[src/rtl/tbpc_pkg.sv]
// Types, event codes and the per-tracker update function for the two-button
// press classifier. No dependencies.
package tbpc_pkg;

    localparam int TIME_W  = 32;
    localparam int THR_W   = 16;
    localparam int EVENT_W = 3;
    localparam int CFG_IDX_W = 8;

    localparam logic [EVENT_W-1:0] EV_NONE        = 3'd0;
    localparam logic [EVENT_W-1:0] EV_COMBO_SHORT = 3'd1;
    localparam logic [EVENT_W-1:0] EV_COMBO_LONG  = 3'd2;
    localparam logic [EVENT_W-1:0] EV_A_SHORT     = 3'd3;
    localparam logic [EVENT_W-1:0] EV_A_LONG      = 3'd4;
    localparam logic [EVENT_W-1:0] EV_B_SHORT     = 3'd5;
    localparam logic [EVENT_W-1:0] EV_B_LONG      = 3'd6;

    localparam logic [CFG_IDX_W-1:0] CFG_SINGLE_LONG = 8'd0;
    localparam logic [CFG_IDX_W-1:0] CFG_COMBO_LONG  = 8'd1;

    localparam logic [THR_W-1:0] SINGLE_LONG_RESET = 16'd1000;
    localparam logic [THR_W-1:0] COMBO_LONG_RESET  = 16'd3000;

    typedef struct packed {
        logic              level;
        logic [TIME_W-1:0] start;
        logic              long_done;
    } trk_t;

    typedef struct packed {
        logic [EVENT_W-1:0] ev;
        trk_t               nxt;
    } tick_t;

    function automatic tick_t trk_tick(
        input trk_t               cur,
        input logic               now,
        input logic [TIME_W-1:0]  t,
        input logic [THR_W-1:0]   thr,
        input logic [EVENT_W-1:0] short_code,
        input logic [EVENT_W-1:0] long_code
    );
        tick_t             r;
        logic              rise;
        logic              flag;
        logic [TIME_W-1:0] start;
        logic [TIME_W-1:0] held;
        rise  = now && !cur.level;
        start = rise ? t : cur.start;
        flag  = rise ? 1'b0 : cur.long_done;
        held  = t - start;
        r.ev  = EV_NONE;
        r.nxt.level     = now;
        r.nxt.start     = start;
        r.nxt.long_done = flag;
        if (!now && cur.level && !flag) begin
            r.ev = short_code;
        end
        if (now && !flag && (held >= {{(TIME_W-THR_W){1'b0}}, thr})) begin
            r.ev = long_code;
            r.nxt.long_done = 1'b1;
        end
        return r;
    endfunction

endpackage

[src/rtl/two_button_press_classifier_top.sv]
// Two-button press classifier: one event code per poll of buttons A and B.
// Depends on tbpc_pkg (types, codes, tracker update).
//
//  channel | handshake         | beat
//  s_      | s_valid/s_ready   | button_a_level, button_b_level, time_ms
//  m_      | m_valid/m_ready   | event_code
//  cfg_    | cfg_valid/cfg_ready | cfg_index, cfg_data (0 single_long_ms, 1 combo_long_ms)
//
// One poll per cycle sustained while m_ is not stalled; m_valid rises once an accepted
// s_ beat has passed the input register, then the tracker update into the result register.
// Tracker state advances in the same cycle the result register loads.
// A stalled m_ holds the result; s_ keeps accepting while the input register
// can drain. cfg_ready is always high. Reset is synchronous, active low.
module two_button_press_classifier_top (
    input  logic                         aclk,
    input  logic                         aresetn,
    input  logic                         s_valid,
    output logic                         s_ready,
    input  logic                         s_button_a_level,
    input  logic                         s_button_b_level,
    input  logic [tbpc_pkg::TIME_W-1:0]  s_time_ms,
    output logic                         m_valid,
    input  logic                         m_ready,
    output logic [tbpc_pkg::EVENT_W-1:0] m_event_code,
    input  logic                         cfg_valid,
    output logic                         cfg_ready,
    input  logic [tbpc_pkg::CFG_IDX_W-1:0] cfg_index,
    input  logic [tbpc_pkg::THR_W-1:0]   cfg_data
);
    import tbpc_pkg::*;

    logic               in_valid_reg;
    logic               a_reg;
    logic               b_reg;
    logic [TIME_W-1:0]  t_reg;
    logic               out_valid_reg;
    logic [EVENT_W-1:0] event_reg;
    logic [THR_W-1:0]   single_long_reg;
    logic [THR_W-1:0]   combo_long_reg;
    trk_t               combo_reg, a_trk_reg, b_trk_reg;
    trk_t               combo_next, a_trk_next, b_trk_next;
    logic [EVENT_W-1:0] event_next;
    tick_t              combo_tk, a_tk, b_tk;
    logic               ab;
    logic               advance;

    assign advance   = in_valid_reg && (!out_valid_reg || m_ready);
    assign s_ready   = !in_valid_reg || advance;
    assign m_valid   = out_valid_reg;
    assign m_event_code = event_reg;
    assign cfg_ready = 1'b1;

    assign ab = a_reg && b_reg;

    always_comb begin
        combo_tk   = trk_tick(combo_reg, ab, t_reg, combo_long_reg,
                              EV_COMBO_SHORT, EV_COMBO_LONG);
        a_tk       = trk_tick(a_trk_reg, a_reg, t_reg, single_long_reg,
                              EV_A_SHORT, EV_A_LONG);
        b_tk       = trk_tick(b_trk_reg, b_reg, t_reg, single_long_reg,
                              EV_B_SHORT, EV_B_LONG);
        combo_next = combo_tk.nxt;
        a_trk_next = a_trk_reg;
        b_trk_next = b_trk_reg;
        event_next = combo_tk.ev;
        if (combo_tk.ev == EV_NONE) begin
            if (!ab) begin
                a_trk_next = a_tk.nxt;
                event_next = a_tk.ev;
                if (a_tk.ev == EV_NONE) begin
                    b_trk_next = b_tk.nxt;
                    event_next = b_tk.ev;
                end
            end else begin
                a_trk_next.level = a_reg;
                b_trk_next.level = b_reg;
                if (!a_reg) begin
                    a_trk_next.long_done = 1'b0;
                end
                if (!b_reg) begin
                    b_trk_next.long_done = 1'b0;
                end
            end
        end
    end

    always_ff @(posedge aclk) begin
        if (!aresetn) begin
            in_valid_reg    <= 1'b0;
            out_valid_reg   <= 1'b0;
            single_long_reg <= SINGLE_LONG_RESET;
            combo_long_reg  <= COMBO_LONG_RESET;
            combo_reg       <= '0;
            a_trk_reg       <= '0;
            b_trk_reg       <= '0;
        end else begin
            if (s_valid && s_ready) begin
                in_valid_reg <= 1'b1;
            end else if (advance) begin
                in_valid_reg <= 1'b0;
            end
            if (advance) begin
                out_valid_reg <= 1'b1;
                combo_reg     <= combo_next;
                a_trk_reg     <= a_trk_next;
                b_trk_reg     <= b_trk_next;
            end else if (m_ready) begin
                out_valid_reg <= 1'b0;
            end
            if (cfg_valid && cfg_ready) begin
                case (cfg_index)
                    CFG_SINGLE_LONG: single_long_reg <= cfg_data;
                    CFG_COMBO_LONG:  combo_long_reg  <= cfg_data;
                    default: ;
                endcase
            end
        end
    end

    always_ff @(posedge aclk) begin
        if (s_valid && s_ready) begin
            a_reg <= s_button_a_level;
            b_reg <= s_button_b_level;
            t_reg <= s_time_ms;
        end
        if (advance) begin
            event_reg <= event_next;
        end
    end

endmodule
[config.mk]
export PLATFORM = sky130hd
export DESIGN_NAME = two_button_press_classifier_top
export DESIGN_NICKNAME = d
export VERILOG_FILES = /design/src/rtl/tbpc_pkg.sv /design/src/rtl/two_button_press_classifier_top.sv
export SDC_FILE = /design/constraint.sdc
export NUM_CORES = 1
export LEC_CHECK = 0
export ABC_AREA = 1
export BUFFER_PORTS_ARGS = -buffer_cell sky130_fd_sc_hd__buf_2
export CAP_MARGIN = 30
export CELL_PAD_IN_SITES_DETAIL_PLACEMENT = 1
export CELL_PAD_IN_SITES_GLOBAL_PLACEMENT = 2
export CORE_AREA = 2 2 296 152
export CTS_CLUSTER_DIAMETER = 80
export CTS_CLUSTER_SIZE = 25
export DETAILED_ROUTE_END_ITERATION = 16
export DIE_AREA = 0 0 298 154
export GPL_ROUTABILITY_DRIVEN = 0
export PLACE_DENSITY = 0.91
export SYNTH_ARGS = -nofsm -noshare
export SYNTH_HDL_FRONTEND = slang
export SYNTH_SLANG_ARGS = --single-unit
[constraint.sdc]
create_clock -name aclk -period 10.22 [get_ports aclk]
set_clock_uncertainty 0.15 [all_clocks]
set_input_delay 2.044 -clock aclk [delete_from_list [all_inputs] [get_ports aclk]]
set_output_delay 2.044 -clock aclk [all_outputs]
set_load 0.02 [all_outputs]
==> run summary, run 1 <==
### Floorplan
* initial cell density of the core: 34.6%
* Die Outline Area: 45900 µm²
* DIE HEIGHT: 154 µm
* Die Wd: 298 µm
* FP Rows: 54
* I/O pins: 69
* core footprint: 43100 µm²

### Power and ir drop
* switching power: 1.04 mW
* fraction of power spent switching nets: 42.0%
* leakage: 8.08 nW
* clock network fraction of design power: 30.5%
* relative contribution of sequential cells to total power: 30.6%
* internal power summed over all cells: 1.44 mW
* cell area power density: 150 nW/µm²
* VDD IR-drop max: 0.000132 V
* post-layout total power: 2.48 mW
* combinational share of power: 38.9%

### Cells and area
* final net count: 2652
* total inserted antenna cells: 0
* commonest cells after routing, fill and taps aside: nand2_1, inv_1, nor2_1, a21oi_1, o21ai_0
* layout cell share with drive strength beyond 1: 6.34%
* Layout area overhead: 10.4%
* most frequent standard cell in the layout excluding fill and tap cells: nand2_1

### CTS
* Resized cells post-CTS: 0
* Clock Pin Slew Worst Setup and Hold Paths: 0.07 ns
* Clock Path Buffers: 2
* clock root buffer master: clkbuf_16
* CTS tree: done
* worst skew pair latency: 0.48 ns
* CTS hold repair buffers: 0
* number of H-tree branching levels: 4
* post-CTS repair timing setup buffer count: 0
* TritonCTS Buffers: 17
* Clock Sink Count: 173

### Global routing
* initial antenna violation count: 0
* pin count of the biggest net entering global routing: 87
* total track usage: 27.4%
* wire length of the first global-routing pass: 96.0 mm
* via count of the first global-routing pass: 16000
* Overflow after GRT: 0

### Job
* count of maximum capacitance violations: 0

### Synthesis
* synth warn: 0
* Synth Register Bits: 173
* top cells by area in the synthesized netlist: dfxtp_1, nand2_1, ha_1, inv_1, edfxtp_1
* register area share after synthesis: 25.7%
* synthesized net count: 2620
* top-area cell type share of the netlist area: 18.2%
* Post-Syn Area per Cell: 6.10 µm²
* Post-Synthesis Cell Area: 14900 µm²
* post-synth top area cell: dfxtp_1
* Cells after Synth: 2446
* number of distinct standard cells referenced by the synthesized netlist: 47
* EDFF count, synth: 37
* Synth Flop Type: dfxtp_1
* FFs w/ async S/R, synth: 0%

### Detailed routing
* final wirelength: 63.6 mm
* vias after detailed routing: 16600
* routed wire length on met2: 23.5 mm
* highest routed layer: met4
* ratio of routed vias to standard cells: 5.38
* Starting DRT DRC Count: 1408
* total length of routed met3 wires: 6.94 mm
* routed length per placed instance: 20.6 µm
* number of routed nets with antenna violations: 0
* # DRC: 0
* count of TritonRoute iterations in the first routing pass: 5
* Metal-1 WL: 32.5 mm

### Timing
* post-layout min period: 6.25 ns
* maximum achievable frequency: 0.160 GHz
* total negative slack: 0 ns
* relative slew slack: 34.7%
* worst-case hold slack: 0.321 ns
* final count of pins violating max slew: 0
* final count of negative-setup-slack endpoints: 0
* final count of hold timing violations: 0
* measured slew at the worst slew-check pin: 0.977 ns
* post-route clock period utilization: 61.2%
* unrepaired setup endpoints after global routing: false

### Hold path
* worst min-delay path class: flip-flop to flip-flop

### Setup path
* required time of the critical path: 10.46 ns
* Arr. time, crit path: 6.49 ns
* Critical Path Sink Type: flip-flop
* CP Launch Type: flip-flop
* largest fanout on the critical path: 46
* classification of the worst setup path: flip-flop to flip-flop

### Status
* status: finished, final reports clean

### Placement
* count of input and output buffers: 67
* detailed placer's ending HPWL: 52.5 mm

## cell type report
| class | count | area (µm²) |
|---|---|---|
| fillers | 5827 | 26600 |
| multi-input cells | 1847 | 9460 |
| flip-flops and latches | 173 | 3830 |
| inverters | 363 | 1360 |
| well taps | 588 | 736 |
| clock buffers | 22 | 529 |
| repair buffers | 76 | 423 |
| clock inverters | 10 | 134 |
## worst paths after layout
kind / startpoint / to / slack [ns] / depth (start not counted)
setup / recovery: a_reg / b_trk_reg[9] / 3.97 / 25
hold reg to reg: b_trk_reg[13] / b_trk_reg[13] / 0.32 / 2
setup reg to reg: a_reg / b_trk_reg[9] / 3.97 / 25
hold / removal: b_trk_reg[13] / b_trk_reg[13] / 0.32 / 2
## metrics by stage
step / cells / cell area (µm²) / utilization [%] / setup slack (ns)
global placement: 3046 / 15800 / 36.6 / 4.15
CTS: 3079 / 16500 / 38.2 / 4.29
floorplan: 2446 / 14900 / - / 5.73
detailed placement: 3047 / 15800 / 36.7 / 4.37
finish: 3079 / 16500 / 38.2 / 3.97
global route: 3079 / 16500 / 38.2 / 3.66
## power by group through the flow
| stage | Combinational, mW | Sequential, mW | Clock, mW |
|---|---|---|---|
| 3_5_place_dp | 0.920 | 0.772 | 0 |
| 6_report | 0.964 | 0.757 | 0.757 |
| 3_3_place_gp | 0.884 | 0.771 | 0 |
| 5_1_grt | 1.06 | 0.759 | 0.795 |
| 2_1_floorplan | 0.620 | 0.757 | 0 |
| 4_1_cts | 0.928 | 0.757 | 0.765 |
## worst max-delay path, cell delays in order (launching register included)
cell and delay, ns:
edfxtp_1 0.51, nand2_4 0.43, nand3_1 0.25, nand2_1 0.21, nor2_2 0.08, nand2_1 0.20
nor2_1 0.10, nand2_1 0.12, nand3_1 0.19, xnor2_1 0.56, ha_1 0.37, a21oi_1 0.16
nor2_1 0.05, a211oi_1 0.18, nand2_1 0.27, a21oi_1 0.27, nand2_1 0.08, nor2_1 0.10
nand3_1 0.07, nor2_1 0.11, nand3_1 0.13, o21bai_4 0.23, nand3_4 0.42, clkinv_2 0.57
nand2_1 0.14, a21oi_1 0.16
## cells by family after synthesis
logic type               count (synthesis)  synth area share, %
AO/OA/AOI/OAI                          504                 18.2
other                                    1               0.0251
flip-flops                             173                 25.7
XOR/XNOR                                46                 2.70
buffers and inverters                  426                 11.0
adder cells (fa/ha/maj)                111                 9.30
AND/OR/NAND/NOR                       1185                 33.0
## cell usage after synthesis, types with 3 or more instances
cell	number
a21oi_1	221
nor3_1	33
xnor2_1	10
xor2_1	36
a211oi_1	22
buf_6	5
o21bai_1	6
nand2_2	7
clkbuf_1	47
nand4_1	22
nand3b_1	10
o21ai_0	195
buf_1	5
nor2_2	4
nand3_1	132
a21o_1	5
dfxtp_1	136
edfxtp_1	37
nor2_1	255
nand2_1	695
nor4_1	4
ha_1	111
o211ai_1	15
buf_2	5
inv_2	12
nor2_4	4
o21a_1	7
inv_1	348
o31ai_1	3
o21ai_1	15
nand3_2	11
a21boi_0	9
## metal layers
layer  GRT usage, %  vias up
met5              0        -
met4           4.43        0
met3           9.55       42
met2           36.4      568
met1           41.9     7978
li1               -     7986
(Power assumes the default switching activity.)
==> run 2: changes to the inputs <==
Settings changed: ABC_AREA 1 to 0, CORE_AREA 2 2 296 152 to 2 2 295 151, DIE_AREA 0 0 298 154 to 0 0 297 153, PLACE_DENSITY 0.91 to 0.85.
Clock period 10.22 ns to 6.3 ns, I/O delays scaled along.
==> run summary, run 2 <==
### Status
* status: finished, final reports clean

### Floorplan
* Die Wd: 297 µm, -0.34%
* I/O pins: 69, unchanged
* initial cell density of the core: 34.7%, +0.051 points
* core footprint: 43000 µm², -0.31%
* DIE HEIGHT: 153 µm, -0.65%
* Die Outline Area: 45400 µm², -0.98%
* FP Rows: 54, unchanged

### Synthesis
* register area share after synthesis: 25.7%, +0.043 points
* Post-Syn Area per Cell: 7.78 µm², +28%
* FFs w/ async S/R, synth: 0%, unchanged
* library cell with the highest instance count after synthesis: nand2_1
* top-area cell type share of the netlist area: 18.3%, +0.031 points
* Synth Flop Type: dfxtp_1
* synthesized net count: 2089, -20%
* Post-Synthesis Cell Area: 14900 µm², -0.17%
* synth warn: 0, unchanged
* post-synth top area cell: dfxtp_1
* number of distinct standard cells referenced by the synthesized netlist: 91, +94%
* EDFF count, synth: 37, unchanged
* Cells after Synth: 1915, -22%
* Synth top cells by count: nand2_1, a21oi_1, nor2_1
* top cells by area in the synthesized netlist: dfxtp_1, ha_1, edfxtp_1, mux2i_1, nand2_1
* Synth Register Bits: 173, unchanged

### CTS
* clock root buffer master: clkbuf_16
* Clock Pin Slew Worst Setup and Hold Paths: 0.08 ns, about the same
* Clock Path Buffers: 2, unchanged
* worst skew pair latency: 0.47 ns, about the same
* number of H-tree branching levels: 4, unchanged
* TritonCTS Buffers: 17, unchanged
* CTS hold repair buffers: 0, unchanged
* Clock Sink Count: 173, unchanged
* CTS tree: done

### Power and ir drop
* VDD IR-drop max: 0.000134 V, +2.2%
* post-layout total power: 3.49 mW, +41%
* cell area power density: 212 nW/µm², +41%
* leakage: 6.42 nW, -20%

### Timing
* final count of pins violating max slew: 0, unchanged
* unrepaired setup endpoints after global routing: false
* post-route clock period utilization: 96.7%, +35 points
* final count of hold timing violations: 0, unchanged
* measured slew at the worst slew-check pin: 1.05 ns, +0.0768 ns
* relative slew slack: 29.4%, -5.3 points
* final count of negative-setup-slack endpoints: 0, unchanged
* worst-case hold slack: 0.304 ns, -0.0163 ns
* maximum achievable frequency: 0.164 GHz, +2.7%
* Worst Setup Slack, final: 0.210 ns, -3.76 ns
* post-layout min period: 6.09 ns, -0.164 ns
* total negative slack: 0 ns, unchanged

### Global routing
* via count of the first global-routing pass: 14900, -6.8%
* peak-usage layer in the global routing report: met1
* pin count of the biggest net entering global routing: 78, -10%
* initial antenna violation count: 0, unchanged
* wire length of the first global-routing pass: 89.4 mm, -6.9%
* met2 demand-to-capacity share in global routing: 34.0%, -2.4 points
* met1 Resource Use GR: 39.9%, -2.0 points
* total track usage: 25.0%, -2.4 points
* Overflow after GRT: 0, unchanged
* M3 GR Usage: 4.38%, -5.2 points

### Detailed routing
* Starting DRT DRC Count: 1429, +1.5%
* count of TritonRoute iterations in the first routing pass: 5, unchanged
* final wirelength: 57.8 mm, -9.1%
* # DRC: 0, unchanged
* number of routed nets with antenna violations: 0, unchanged
* vias after detailed routing: 15300, -7.5%
* routed length per placed instance: 22.8 µm, +10%
* ratio of routed vias to standard cells: 6.05, +12%

### Placement
* count of input and output buffers: 67, unchanged
* Area after DPL: 15900 µm², +0.29%
* DP Worst Slack: -0.0200 ns, -4.39 ns
* detailed placer's ending HPWL: 46.1 mm, -12%
* Placed Cells: 2500, -18%

### Cells and area
* layout cell share with drive strength beyond 1: 9.96%, +3.6 points
* commonest cells after routing, fill and taps aside: nand2_1, a21oi_1, nor2_1, dfxtp_1, ha_1
* total inserted antenna cells: 0, unchanged
* final design area excluding fillers: 16400 µm², -0.18%
* Layout area overhead: 10.4%, about the same
* number of cells in the finished layout apart from fillers: 2535, -18%
* most frequent standard cell in the layout excluding fill and tap cells: nand2_1
* utilization after layout: 38.3%, +0.050 points
* Fill cells: 5283, -9.3%
* final net count: 2108, -21%

### Setup path
* Arr. time, crit path: 6.17 ns, -0.32 ns
* Critical Path Sink Type: flip-flop
* required time of the critical path: 6.38 ns, -4.08 ns
* register-to-register path setup slack: 0.21 ns, -3.76 ns
* CP Launch Type: flip-flop
* classification of the worst setup path: flip-flop to flip-flop
* largest fanout on the critical path: 6, -87%

### Job
* count of maximum capacitance violations: 0, unchanged

### Hold path
* worst min-delay path class: flip-flop to flip-flop

run 2: layout make-up:
type / instances / area, µm² / share of cell area, %
multi-input cells: 1561 / 10400 / 63.0
flip-flops and latches: 173 / 3830 / 23.3
well taps: 588 / 736 / 4.47
repair buffers: 109 / 711 / 4.32
clock buffers: 18 / 429 / 2.61
inverters: 72 / 273 / 1.66
clock inverters: 14 / 95.1 / 0.578
run 2: where the power goes:
part	internal [mW]	leakage (nW)	switching (mW)	total (mW)
clock network	0.504	0.256	0.517	1.02
registers	1.17	1.46	0.0624	1.24
logic	0.455	4.70	0.782	1.24
total	2.13	6.42	1.36	3.49
run 2: timing repair:
| action | in CTS | in global routing |
|---|---|---|
| setup endpoints to repair | 1 | 5 |
| resized for setup | 1 | 7 |
| buffers inserted | 0 | 2 |
| gates cloned | 0 | 0 |
run 2: cells by family after synthesis:
kind of cell               share of synthesized area, %
AOI/OAI and AO/OA                                  25.7
muxes                                              6.73
adders and majority gates                          10.2
buffers and inverters                              5.06
and+or+nand+nor                                    22.2
DFF                                                25.7
xor gates and xnor gates                           4.41
other                                            0.0252
run 2: worst paths after layout:
path	from	end	cells after the start
max	t_reg[0]	m_event_code[2]	24
min	combo_reg[13]	combo_reg[13]	2
max reg2reg	t_reg[0]	m_event_code[2]	24
min reg2reg	combo_reg[13]	combo_reg[13]	2
run 2: per-layer routing:
| layer | vias up | routed length, µm |
|---|---|---|
| li1 | 7053 | - |
| met1 | 7660 | 29700 |
| met2 | 565 | 22100 |
| met3 | 50 | 5120 |
| met4 | 0 | 815 |
| met5 | - | 0 |
run 2: worst max-delay path, stage by stage (launching register included):
cell,delay (ns)
edfxtp_1,0.39
inv_1,0.29
o21ai_1,0.19
ha_2,0.25
nand2b_1,0.16
and3_1,0.20
nor3_1,0.31
a311oi_1,0.15
o31ai_1,0.15
a21oi_1,0.18
o21ai_0,0.29
xor2_1,0.20
ha_1,0.28
a21oi_1,0.21
nor2b_1,0.07
o21ai_1,0.22
nand3_1,0.10
a2111oi_0,0.39
o211ai_1,0.17
nor4_1,0.32
o2111ai_1,0.14
nor4_1,0.29
nand4_1,0.19
and2_1,0.22
o311a_1,0.34
==> run 3: changes to the inputs <==
Settings changed: CORE_AREA 2 2 295 151 to 2 2 300 154, DIE_AREA 0 0 297 153 to 0 0 302 156.
Clock period 6.3 ns to 5.1 ns, I/O delays scaled along.
==> run summary, run 3 (synthesized netlist as in run 2, its figures left out) <==
### Status
* status: complete, but fails checks
* violated checks: setup timing

### Placement
* DP Worst Slack: -0.405 ns, -0.385 ns
* count of input and output buffers: 67, unchanged
* Area after DPL: 17400 µm², +9.8%
* detailed placer's ending HPWL: 50.0 mm, +8.5%
* Placed Cells: 2697, +7.9%

### Detailed routing
* # DRC: 0, unchanged
* vias after detailed routing: 16400, +7.3%
* number of routed nets with antenna violations: 0, unchanged
* Starting DRT DRC Count: 1474, +3.1%
* final wirelength: 64.0 mm, +11%
* routed length per placed instance: 23.0 µm, +1.1%
* ratio of routed vias to standard cells: 5.92, -2.1%
* count of TritonRoute iterations in the first routing pass: 5, unchanged

### Cells and area
* layout cell share with drive strength beyond 1: 25.4%, +15 points
* sequential standard cell area: 3830 µm², about the same
* Fill cells: 5318, +0.66%
* utilization after layout: 43.1%, +4.8 points
* final net count: 2342, +11%
* Layout area overhead: 28.6%
* final design area excluding fillers: 19200 µm², +17%
* most frequent standard cell in the layout excluding fill and tap cells: buf_4
* number of cells in the finished layout apart from fillers: 2779, +9.6%
* total area of multi-input combinational cells: 11100 µm², +7.0%
* commonest cells after routing, fill and taps aside: buf_4, nand2_1, a21oi_1, nor2_1, dfxtp_1
* total inserted antenna cells: 0, unchanged

### Power and ir drop
* leakage: 7.76 nW, +21%
* cell area power density: 250 nW/µm², +18%
* VDD IR-drop max: 0.000188 V, +40%

### Global routing
* met1 Resource Use GR: 40.7%, +0.74 points
* peak-usage layer in the global routing report: met1
* total track usage: 26.5%, +1.5 points
* wire length of the first global-routing pass: 96.7 mm, +8.1%
* pin count of the biggest net entering global routing: 77, -1.3%
* via count of the first global-routing pass: 16400, +9.7%
* met2 demand-to-capacity share in global routing: 38.4%, +4.5 points
* Overflow after GRT: 0, unchanged
* M3 GR Usage: 4.58%, +0.20 points
* initial antenna violation count: 0, unchanged

### Hold path
* worst min-delay path class: flip-flop to flip-flop

### Floorplan
* Die Outline Area: 47100 µm², +3.7%
* Die Wd: 302 µm, +1.7%
* FP Rows: 55, +1.9%
* DIE HEIGHT: 156 µm, +2.0%
* initial cell density of the core: 33.5%, -1.2 points
* core footprint: 44500 µm², +3.6%
* I/O pins: 69, unchanged

### Setup path
* register-to-register path setup slack: -0.16 ns, -0.37 ns
* largest fanout on the critical path: 3, -3
* required time of the critical path: 5.25 ns, -1.13 ns
* Critical Path Sink Type: flip-flop
* classification of the worst setup path: flip-flop to flip-flop
* Arr. time, crit path: 5.41 ns, -0.76 ns
* CP Launch Type: flip-flop

### Timing
* measured slew at the worst slew-check pin: 1.45 ns, +0.395 ns
* Worst Setup Slack, final: -0.162 ns, -0.372 ns
* post-route clock period utilization: 103%, +6.5 points
* total negative slack: -0.671 ns, -0.671 ns
* final count of negative-setup-slack endpoints: 14, +14
* unrepaired setup endpoints after global routing: true
* relative slew slack: 2.88%, -26 points
* post-layout min period: 5.26 ns, -0.828 ns
* final count of pins violating max slew: 0, unchanged
* final count of hold timing violations: 0, unchanged
* maximum achievable frequency: 0.190 GHz, +16%

### CTS
* Clock Pin Slew Worst Setup and Hold Paths: 0.08 ns, about the same
* worst skew pair latency: 0.46 ns, about the same
* number of H-tree branching levels: 4, unchanged
* CTS tree: done
* Clock Path Buffers: 2, unchanged
* Clock Sink Count: 173, unchanged
* TritonCTS Buffers: 17, unchanged
* clock root buffer master: clkbuf_16

### Job
* count of maximum capacitance violations: 0, unchanged

## run 3: cell count changes in the layout (fill, tap and decap cells not counted), moves of 7 or more
cell,change
buf_4,+209
a21oi_1,-29
a21oi_2,+21
o21ai_0,-17
buf_12,+12
a211oi_1,-11
a211oi_2,+11
buf_6,+11
ha_1,-10
o21ai_2,+10
a21oi_4,+8
mux2i_1,-7
## run 3: area by class of cell
class,count,share of cell area (%)
clock buffer,18,2.24
tap,598,3.90
multi-input combinational,1561,57.8
timing repair buffer,343,13.9
inverter,72,1.42
clock inverter,14,0.711
sequential,173,20.0
## run 3: path summary, 6_finish.rpt
kind                       from            end  cells after the start
setup / recovery          a_reg  a_trk_reg[33]                     25
hold / removal    combo_reg[27]  combo_reg[27]                      2
setup reg to reg          a_reg  a_trk_reg[33]                     25
hold reg to reg   combo_reg[27]  combo_reg[27]                      2
## run 3: metal layers
| layer | vias up | wire length (µm) |
|---|---|---|
| met3 | 72 | 4730 |
| met2 | 548 | 26200 |
| li1 | 7531 | - |
| met5 | - | 0 |
| met1 | 8292 | 32100 |
| met4 | 0 | 936 |
## run 3: through the flow
step           hold WS [ns]  power (mW)
5_1_grt               0.321        5.01
3_5_place_dp          0.298        3.23
3_3_place_gp          0.292        3.15
6_report              0.305        4.79
4_1_cts               0.309        4.63
2_1_floorplan         0.285        2.58
## run 3: power breakdown
part	switching [mW]	internal, mW
Combinational	1.11	0.832
Sequential	0.0725	1.45
Clock	0.640	0.681
## run 3: critical path, cell delays in order (launching register included)
cell	delay, ns
edfxtp_1	0.43
nand3b_1	0.23
nand2_1	0.11
o21ai_2	0.10
ha_4	0.20
buf_6	0.10
nor2_2	0.03
o31a_1	0.32
a21o_1	0.21
a31o_4	0.25
o21ai_4	0.19
xnor2_2	0.14
ha_1	0.27
a21o_1	0.17
a21o_1	0.18
a21oi_2	0.15
o2111ai_2	0.11
a2111o_1	0.33
a221oi_2	0.18
o211ai_1	0.12
nor4_1	0.29
buf_4	0.18
a21o_1	0.15
and3_4	0.22
mux2i_1	0.22
nor2_1	0.07
## run 3: timing repair
| item | in CTS | in global routing |
|---|---|---|
| hold buffers | 0 | 0 |
| pin swaps | 62 | 87 |
| gates resized for setup | 69 | 123 |
| cloned | 2 | 0 |
| setup buffers | 25 | 27 |
| endpoints found under the hold margin | 0 | 0 |
| setup endpoints to repair | 28 | 28 |
